--- src/rtl/spvu_pkg.sv ---
// Shared types, codes and helper functions for the sampler voice unit.
// No dependencies; imported by the lane, merge and top-level modules.
package spvu_pkg;

    // Item kinds carried in tuser
    localparam logic [1:0] OP_LOAD     = 2'd0;
    localparam logic [1:0] OP_NOTE_ON  = 2'd1;
    localparam logic [1:0] OP_NOTE_OFF = 2'd2;
    localparam logic [1:0] OP_RENDER   = 2'd3;

    // Voice states as reported
    localparam logic [1:0] VS_FREE    = 2'd0;
    localparam logic [1:0] VS_ATTACK  = 2'd1;
    localparam logic [1:0] VS_SUSTAIN = 2'd2;
    localparam logic [1:0] VS_RELEASE = 2'd3;

    // Configuration register indexes
    localparam logic [2:0] REG_SAMPLE_FRAMES   = 3'd0;
    localparam logic [2:0] REG_SAMPLE_CHANNELS = 3'd1;
    localparam logic [2:0] REG_ROOT_KEY        = 3'd2;
    localparam logic [2:0] REG_ATTACK_STEP     = 3'd3;
    localparam logic [2:0] REG_RELEASE_STEP    = 3'd4;
    localparam logic [2:0] REG_BOOST_THRESHOLD = 3'd5;
    localparam logic [2:0] REG_BOOST_LIMIT     = 3'd6;
    localparam logic [2:0] REG_OUTPUT_CHANNELS = 3'd7;

    localparam int CFG_DATA_W = 17;

    localparam logic [15:0] ENV_FULL      = 16'd32768;
    localparam logic [15:0] RELEASE_PRIO  = 16'd3277;

    // Mix lane select between sequencer and merge stage
    typedef struct packed {
        logic add;      // voice adds a sample this word
        logic right;    // right channel is rendered
    } mix_sel_t;

    typedef logic [31:0] ratio_t;

    // Semitone ratios, Q16.16
    function automatic ratio_t semitone(input logic [3:0] s);
        ratio_t r;
        case (s)
            4'd0:    r = 32'd65536;
            4'd1:    r = 32'd69433;
            4'd2:    r = 32'd73562;
            4'd3:    r = 32'd77936;
            4'd4:    r = 32'd82570;
            4'd5:    r = 32'd87480;
            4'd6:    r = 32'd92682;
            4'd7:    r = 32'd98193;
            4'd8:    r = 32'd104032;
            4'd9:    r = 32'd110218;
            4'd10:   r = 32'd116772;
            4'd11:   r = 32'd123715;
            default: r = 32'd65536;
        endcase
        return r;
    endfunction

    // Pitch ratio 2^((pitch-root)/12); downward octaves truncate
    function automatic ratio_t ratio_for(input logic [6:0] pitch, input logic [6:0] root);
        logic signed [7:0] d;
        logic [6:0]        a;
        logic [3:0]        oct;
        logic [6:0]        semi;
        ratio_t            r;
        d   = $signed({1'b0, pitch}) - $signed({1'b0, root});
        oct = 4'd0;
        if (d >= 0)
        begin
            a = d[6:0];
            for (int k = 1; k <= 10; k++)
            begin
                if (a >= 7'(12 * k))
                    oct = oct + 4'd1;
            end
            semi = a - 7'(12 * oct);
            r    = semitone(semi[3:0]) << oct;
        end
        else
        begin
            a = 7'(-d);
            for (int k = 1; k <= 11; k++)
            begin
                if (a >= 7'(12 * k - 11))
                    oct = oct + 4'd1;
            end
            semi = 7'(12 * oct) - a;
            r    = semitone(semi[3:0]) >> oct;
        end
        return r;
    endfunction

    // floor(x / 127) for 23-bit x: reciprocal estimate and one correction
    function automatic logic [15:0] div127(input logic [22:0] x);
        logic [38:0] m;
        logic [16:0] q0;
        logic [23:0] r;
        m  = 39'(x) * 39'd33026;
        q0 = m[38:22];
        r  = 24'(x) - ((24'(q0) << 7) - 24'(q0));
        if (r >= 24'd127)
            q0 = q0 + 17'd1;
        return q0[15:0];
    endfunction

endpackage

--- src/rtl/spvu_merge.sv ---
// Merge stage: adds the lane contributions to the mix bus and saturates.
// Depends on spvu_pkg for the lane select struct.
module spvu_merge #(
    parameter int MIX_BITS = 24
) (
    input  spvu_pkg::mix_sel_t         sel,
    input  logic signed [MIX_BITS-1:0] mix_l,
    input  logic signed [MIX_BITS-1:0] mix_r,
    input  logic signed [MIX_BITS+1:0] c_l,
    input  logic signed [MIX_BITS+1:0] c_r,
    output logic signed [MIX_BITS-1:0] out_l,
    output logic signed [MIX_BITS-1:0] out_r
);
    import spvu_pkg::*;

    localparam int MB = MIX_BITS;
    localparam logic signed [MB+2:0] HI = (MB+3)'((64'd1 << (MB - 1)) - 1);
    localparam logic signed [MB+2:0] LO = -HI - (MB+3)'(1);

    function automatic logic signed [MB-1:0] sat(input logic signed [MB+2:0] v);
        logic signed [MB+2:0] c;
        c = v;
        if (c > HI)
            c = HI;
        if (c < LO)
            c = LO;
        return c[MB-1:0];
    endfunction

    logic signed [MB+2:0] sum_l;
    logic signed [MB+2:0] sum_r;

    // Zero contribution where the voice adds nothing
    always_comb
    begin
        sum_l = (MB+3)'(mix_l) + (sel.add ? (MB+3)'(c_l) : '0);
        sum_r = (MB+3)'(mix_r) + ((sel.add && sel.right) ? (MB+3)'(c_r) : '0);
        out_l = sat(sum_l);
        out_r = sat(sum_r);
    end

endmodule

--- config.mk ---
export PLATFORM = sky130hd
export DESIGN_NAME = spvu_merge
export DESIGN_NICKNAME = d
export VERILOG_FILES = /design/src/rtl/spvu_pkg.sv /design/src/rtl/spvu_merge.sv
export SDC_FILE = /design/constraint.sdc
export NUM_CORES = 1
export LEC_CHECK = 0
export BUFFER_PORTS_ARGS = -buffer_cell sky130_fd_sc_hd__buf_2
export CAP_MARGIN = 20
export CELL_PAD_IN_SITES_DETAIL_PLACEMENT = 0
export CELL_PAD_IN_SITES_GLOBAL_PLACEMENT = 1
export CORE_ASPECT_RATIO = 1.5
export CORE_MARGIN = 2
export CORE_UTILIZATION = 35
export DETAILED_ROUTE_END_ITERATION = 12
export PLACE_DENSITY_LB_ADDON = 0.08
export SYNTH_ARGS = -nofsm -noshare
export SYNTH_HDL_FRONTEND = slang
export SYNTH_SLANG_ARGS = --single-unit
--- constraint.sdc ---
create_clock -name vclk -period 3.1
set_input_delay 0 -clock vclk [all_inputs]
set_output_delay 0 -clock vclk [all_outputs]
set_load 0.005 [all_outputs]
# After elaboration in Yosys (flattened, before gate mapping)

Index checks and enable logic that the tools add are counted.
Widths: inputs -> output; s select.

Register bits after elaboration: 0
Word-level logic and storage cells: 13
Output and inout port bits: 48
Input bits: 102

Magnitude comparators: 4
Add/subtract/negate cells: 2
Reduce and logical (&&, ||, !) cells: 1
Mux-type cells: 6

Operators by type and width:

| cell                 | count |
|---|---|
| $mux 27              | 4 |
| $add 27x27->27       | 2 |
| $gt 27x24->1 const B | 2 |
| $lt 27x24->1 const B | 2 |
| $mux 24              | 2 |
| $logic_and 1x1->1    | 1 |

# Depth between registers and ports, before layout

Gate-level depths: netlist (run 1).

Word-level depth: 7
Mapped depth: 14
Depth with buffers taken out: 12

# Least setup slack after synthesis (run 1)

OpenSTA, ideal clock, no wires.

Path kind: input-to-output
From: input sel[1] (netlist bit)
To: output out_l[10]
Stages: 14
Setup slack: 0.611 ns
Required time: 3.100 ns
Arrival: 2.489 ns
Buffers on the path: 2
Cell sequence: clkbuf_1 and2_1 ha_1 inv_1 fa_1 nand2b_1 a21oi_1 o21ai_2 a21oi_1 a21oi_1 a21oi_1 o31ai_4 buf_4 a21oi_1

Word-level cells in the longest chain between the ends: 6

Ends and longest elaborated chain:

| element            | RTL line         | source |
|---|---|---|
| start, declared    | spvu_merge.sv:6  | `input spvu_pkg::mix_sel_t sel,` |
| $mux 27 (*)        | spvu_merge.sv:36 | `sum_l = (MB+3)'(mix_l) + (sel.add ? (MB+3)'(c_l) : '0);` |
| $add 27x27->27 (*) | spvu_merge.sv:36 |  |
| $gt 27x24->1       | spvu_merge.sv:23 | `if (c > HI)` |
| $mux 27 (*)        | spvu_merge.sv:23 |  |
| $lt 27x24->1       | spvu_merge.sv:25 | `if (c < LO)` |
| $mux 24 (*)        | spvu_merge.sv:25 |  |
| end, declared      | spvu_merge.sv:11 | `output logic signed [MIX_BITS-1:0] out_l,` |

Mark *: on every way between the ends. The rest lies on a longest branch, timed or not.

# Worst setup path in the final report (run 1)

From: input sel[1] (netlist bit)
To: output out_l[22]

The elaborated chain is that of the path after synthesis.

==> summary.md, run 1 <==
| Metric | Value |
|---|---|
| Hold slack | 0.4654 ns |
| Ratio of cells with drive above 1 in the final layout | 0.3861 |
| Status | finished, final reports clean |
| # port buffers | 150 |
| Total gr overflow | 0 |
| Avg WL per Cell | 15.03 um |
| Mapped Area | 0.003645 sq mm |
| Metal3 WL | 478 um |
| Vias per cell | 5.411 |
| Largest net degree at the start of global routing | 24 |
| Part of the Yosys area used for sequential elements | 0 |
| Crit path max-delay cell type | o311ai_4 |
| WHS Endpoint | out_r[0] |
| Sequential standard cell area | 0 sq um |
| Vias | 4,599 |
| Crit-path max FO | 22 |
| Met1 Routed Length | 4.821 mm |
| Compound-gate portion of the synthesized area | 0.3769 |
| YS warnings | 0 |
| Core area | 0.01013 sq mm |
| Dpl hpwl | 10.63 mm |
| Mean Syn Cell Area | 7.009 sq um |
| CP arrival | 3.01 ns |
| Setup crit end kind | output pin |
| Worst path cell trace | buf_4 > buf_12 > buf_4 > and2_1 > ha_4 > buf_4 > nand2_1 > nor2_2 > nand3_2 > o311ai_4 > a311oi_2 > xnor2_2 > buf_4 > o31ai_4 > buf_6 > o21ai_0 > buf_2 |
| DRT Wirelength | 12.78 mm |
| Max Slew Vio Count | 0 |
| Drc violations | 0 |
| Peak Freq | 0.3326 GHz |
| Placed Area | 0.005056 sq mm |
| Mapped Cells | 520 |
| Die Span X | 87.32 um |
| Final worst path period share | 0.9699 |
| Library cells used by synthesis | 63 |
| Synth Area in Adders | 0.1895 |
| Top Metal Used | met4 |
| Die Area | 0.01126 sq mm |
| Yosys top cell by area | ha_1 |
| Antenna violations before repair | 0 |
| Required time of the critical path | 3.10 ns |
| Slew @ Worst Pin | 0.5282 ns |
| Area growth from synthesis to layout | 44.49% |
| Total Routing Usage GR | 0.2142 |
| Max cap viols | 0 |
| Worst Hold Class | in2out |
| Rel. slew slack | 0.6441 |
| Fin area | 0.005266 sq mm |
| Hold Vio Cnt, Final | 0 |
| Mapped Nets | 676 |
| Startpoint Class | input pin |
| Fill cells | 1,048 |
| Initial DRC count | 123 |
| Hold Buf Count CTS | 0 |
| P per Cell Area | 221.9 mW/mm^2 |
| First-pass GRT wire length | 20.17 mm |
| Vias in the first global route | 4,604 |
| Main combinational cell family by area after synthesis | compound AO/OA/AOI/OAI gates |
| VDD IR-drop max | 0.1371 mV |
| GP Congestion | 0.8620 |
| Leakage | 2.699 nW |
| Setup violators final | 0 |
| Simple-gate portion of the synthesized area | 0.2427 |
| Router iterations before antenna repair | 4 |
| Seq Cell Count | 0 |
| Final non-filler cell total | 850 |
| Die Y | 129.0 um |
| Most frequent cells after synthesis | 67 x a21oi_1, 52 x ha_1, 32 x nor2_1 |
| Most frequent cell after synthesis | a21oi_1 |
| Crit Path Category | in2out |
| Antenna diode count | 0 |
| Row count | 45 |
| Largest stage delay, worst path | 0.37 ns |
| CP dominant cell by count | buf_4 |
| Worst Hold Depth | 4 |
| Area fraction of the dominant cell type after synthesis | 0.1785 |
| Antenna-violating nets left | 0 |
| Mux cell area share after synthesis | 0.01407 |
| Met2 wire len | 7.293 mm |
| Area contributors post-synth | ha_1 18%, a21oi_1 9.2%, xnor2_1 5.8% |
| Clock buffers | 0 |
| Placed Cells | 846 |
| Worst hold start | mix_r[0] |
| Nets | 891 |
| IO Pins | 150 |
| Xor and xnor fraction of the mapped netlist area | 0.1078 |
| Starting Density | 0.3596 |
| Min Tclk post-route | 3.007 ns |
| Overall power | 1.168 mW |
-- power breakdown --
part           internal [mW]  leakage (nW)  total [mW]  switching, mW
clock network              0             0           0              0
registers                  0             0           0              0
logic                  0.588          2.70        1.17          0.580
-- layer usage --
layer | global-route usage | vias to the layer above
met3 | 0.007697 | 14
met1 | 0.2307 | 2099
met4 | 0.03891 | 0
met2 | 0.4461 | 126
met5 | 0 | -
li1 | - | 2360
-- cells in the final DEF, fill, tap and decap left out, types with 13 or more instances in the layout --
cell type	n
nor2_1	31
and2_1	27
xor2_1	19
nand2_1	28
and3_1	26
buf_2	149
ha_1	46
a21oi_1	60
nand3_1	13
o21a_1	24
o21ai_0	28
xnor2_1	21
buf_4	84
inv_1	20
a21o_1	16
-- layout make-up --
cell class         instances  area [sq um]  share of cell area
well taps                117         146.4             0.02780
multi-input cells        473          3560              0.6759
inverters                 20         75.07             0.01426
repair buffers           240          1485              0.2820
-- worst max-delay path by stage --
stage / from / endpoint / slack [ns] / cells after the start
floorplan: sel[1] / out_l[10] / 0.61 / 14
global placement: sel[1] / out_r[20] / -0.25 / 13
detailed placement: sel[1] / out_l[20] / -0.06 / 15
CTS: sel[1] / out_l[20] / 0.02 / 16
global route: sel[1] / out_l[2] / -0.05 / 17
finish: sel[1] / out_l[22] / 0.09 / 17
-- per-stage QoR --
step | setup WS [ns] | utilization | setup TNS, ns
6_report | 0.09324 | 0.5196 | 0
5_1_grt | -0.05020 | 0.5196 | -0.1262
2_1_floorplan | 0.6113 | - | 0
3_3_place_gp | -0.2498 | 0.4974 | -5.900
4_1_cts | 0.02444 | 0.5006 | 0
3_5_place_dp | -0.06123 | 0.4989 | -0.7322
-- critical path: cells and delay by family --
kind                       cells  cell delay [ns]
xor gates and xnor gates       1             0.18
AOI/OAI and AO/OA              4             0.95
and+or+nand+nor                4             0.45
buffers and inverters          7             1.11
adders and majority gates      1             0.29
-- logic make-up (layout without fill, tap and decap cells) --
group | after synthesis | in the layout
multiplexers | 5 | 5
adder cells (fa/ha/maj) | 54 | 54
AO/OA/AOI/OAI | 202 | 202
XOR/XNOR | 44 | 44
buffers and inverters | 47 | 260
AND/OR/NAND/NOR | 168 | 168
-- what timing repair did --
item,CTS,global route
hold endpoints to repair,0,0
pin swaps,1,6
setup buffers,0,3
gates cloned,0,1
endpoints found under the setup margin,22,45
gates resized for setup,4,33
Power figures use the tool's default switching activity.
==> run 2: changes to the inputs <==
ABC_AREA = 1   (was unset)
CORE_UTILIZATION = 34   (was 35)
SLEW_MARGIN = 30   (was unset)
==> summary.md, run 2 <==
| Metric | Value |
|---|---|
| Required time of the critical path | 3.10 ns (about the same) |
| Max Slew Vio Count | 0 (unchanged) |
| Drc violations | 0 (unchanged) |
| Rel. slew slack | 0.6830 (was 0.6441) |
| Mapped Area | 0.004487 sq mm (was 0.003645 sq mm) |
| Library cells used by synthesis | 27 (was 63) |
| Worst path cell trace | buf_2 > nand2_1 > buf_4 > buf_4 > nor2_1 > ha_1 > nand2_1 > nor2_1 > nand2_1 > nor2_1 > nand2_1 > nand3_1 > nand2_1 > nand2_1 > nand3_2 > nand2_4 > nand2_1 > nand2_1 > inv_1 > buf_2 (was buf_4 > buf_12 > buf_4 > and2_1 > ha_4 > buf_4 > nand2_1 > nor2_2 > nand3_2 > o311ai_4 > a311oi_2 > xnor2_2 > buf_4 > o31ai_4 > buf_6 > o21ai_0 > buf_2) |
| Total gr overflow | 0 (unchanged) |
| Startpoint Class | input pin (unchanged) |
| Dpl hpwl | 13.04 mm (was 10.63 mm) |
| Largest stage delay, worst path | 0.36 ns (was 0.37 ns) |
| Clock buffers | 0 (unchanged) |
| Placed Area | 0.005388 sq mm (was 0.005056 sq mm) |
| Mapped Cells | 918 (was 520) |
| PostCTS Resize Cnt | 0 (was 4) |
| Busiest layer in global routing | met2 (unchanged) |
| Setup violators final | 0 (unchanged) |
| First-pass GRT wire length | 23.54 mm (was 20.17 mm) |
| Most frequent cells in the layout | 363 x nand2_1, 212 x inv_1, 150 x buf_2, 96 x nor2_1, 52 x ha_1 (was 149 x buf_2, 84 x buf_4, 60 x a21oi_1, 46 x ha_1, 31 x nor2_1) |
| Hold Vio Cnt, Final | 0 (unchanged) |
| GP Congestion | 0.9654 (was 0.8620) |
| CP arrival | 2.66 ns (was 3.01 ns) |
| GR Util met3 | 0.005283 (was 0.007697) |
| Crit path max-delay cell type | ha_1 (was o311ai_4) |
| Ratio of cells with drive above 1 in the final layout | 0.1816 (was 0.3861) |
| Vias per cell | 4.460 (was 5.411) |
| # port buffers | 150 (unchanged) |
| Worst Hold Class | in2out (unchanged) |
| Most frequent cell after synthesis | nand2_1 (was a21oi_1) |
| Mean Syn Cell Area | 4.888 sq um (was 7.009 sq um) |
| Die Span X | 97.80 um (was 87.32 um) |
| Antenna violations before repair | 0 (unchanged) |
| Status | finished, final reports clean (unchanged) |
| VDD IR-drop max | 0.07208 mV (was 0.1371 mV) |
| Commonest non-fill, non-tap cell in the layout | nand2_1 (was buf_2) |
| Starting Density | 0.3464 (was 0.3596) |
| P per Cell Area | 196.3 mW/mm^2 (was 221.9 mW/mm^2) |
| Max cap viols | 0 (unchanged) |
| Leakage | 3.763 nW (was 2.699 nW) |
| IO Pins | 150 (unchanged) |
| Area fraction of the dominant cell type after synthesis | 0.3037 (was 0.1785) |
| Post-CTS Repair Setup Buffers | 0 (unchanged) |
| Hold slack | 0.4524 ns (was 0.4654 ns) |
| RSZ-0062 raised after global routing | false |
| Peak Freq | 0.3754 GHz (was 0.3326 GHz) |
| Final worst path period share | 0.8592 (was 0.9699) |
| Most frequent cells after synthesis | 363 x nand2_1, 212 x inv_1, 96 x nor2_1 (was 67 x a21oi_1, 52 x ha_1, 32 x nor2_1) |
| Worst Path Buf+Inv | 5 (was 7) |
| Initial DRC count | 91 (was 123) |
| Vias | 5,450 (was 4,599) |
| Core area | 0.01295 sq mm (was 0.01013 sq mm) |
| Met1 Use GR | 0.1901 (was 0.2307) |
| Crit-path max FO | 23 (was 22) |
| Total Routing Usage GR | 0.2008 (was 0.2142) |
| Row count | 51 (was 45) |
| Yosys top cell by area | nand2_1 (was ha_1) |
| Vias in the first global route | 5,294 (was 4,604) |
| Antenna diode count | 0 (unchanged) |
| CP dominant cell by count | nand2_1 (was buf_4) |
| Hold Buf Count CTS | 0 (unchanged) |
| YS warnings | 0 (unchanged) |
| Fin area | 0.005388 sq mm (was 0.005266 sq mm) |
| Part of the Yosys area used for sequential elements | 0 (unchanged) |
| Seq Cell Count | 0 (unchanged) |
| Mapped Nets | 1,074 (was 676) |
| Router iterations before antenna repair | 4 (unchanged) |
| Die Y | 144.7 um (was 129.0 um) |
| Sequential standard cell area | 0 sq um (unchanged) |
| Largest net degree at the start of global routing | 24 (unchanged) |
| Crit Path Category | in2out (unchanged) |
| Avg WL per Cell | 11.99 um (was 15.03 um) |
| Min Tclk post-route | 2.664 ns (was 3.007 ns) |
| Critical path's top delay family | simple AND/OR/NAND/NOR gates (was buffers and inverters) |
| Area growth from synthesis to layout | 20.08% (was 44.49%) |
| DRT Wirelength | 14.65 mm (was 12.78 mm) |
| Slew @ Worst Pin | 0.4739 ns (was 0.5282 ns) |
| Setup crit end kind | output pin (unchanged) |
| Antenna-violating nets left | 0 (unchanged) |
| Area contributors post-synth | nand2_1 30%, inv_1 18%, ha_1 15% (was ha_1 18%, a21oi_1 9.2%, xnor2_1 5.8%) |
| Die Area | 0.01415 sq mm (was 0.01126 sq mm) |
| Final TNS setup | 0 ns (unchanged) |
| Nets | 1,221 (was 891) |
| Grt met2 use | 0.4475 (was 0.4461) |
==> run 2: per-stage QoR <==
stage / util / setup slack, ns / std cells / power (mW)
final: 0.4159 / 0.4364 / 1222 / 1.058
after global placement: 0.4159 / 0.4490 / 1222 / 1.075
after floorplan: - / 0.5828 / 918 / 0.7327
after global routing: 0.4159 / 0.1243 / 1222 / 1.215
after CTS: 0.4159 / 0.4444 / 1222 / 1.079
after detailed placement: 0.4159 / 0.4475 / 1222 / 1.073
==> run 2: per-layer routing <==
layer	wire length [um]	vias to the layer above
met2	8301	115
met3	367	35
met1	5363	2291
met5	0	-
li1	-	3009
met4	618	0
==> run 2: where the power goes <==
group,total (mW),switching (mW),internal (mW)
Clock,0,0,0
Combinational,1.06,0.635,0.423
Sequential,0,0,0
==> run 2: path summary, 6_finish.rpt <==
check | startpoint | end | slack, ns | cells past startpoint
setup / recovery | sel[1] | out_r[19] | 0.44 | 20
hold / removal | mix_r[0] | out_r[0] | 0.45 | 5
==> run 2: layout make-up <==
type                       instances  area [sq um]
timing repair buffer             158         810.8
tap                              159         198.9
inverter                         215         807.0
multi-input combinational        690          3571
fill                            1655          7566
==> run 2: kinds of logic (layout without fill, tap and decap cells) <==
kind of cell	count (synthesis)	in the layout	synth area share
adder cells (fa/ha/maj)	54	54	0.1539
AO/OA/AOI/OAI	59	59	0.07250
AND/OR/NAND/NOR	536	536	0.4894
buffers and inverters	228	373	0.2041
XOR/XNOR	41	41	0.08003
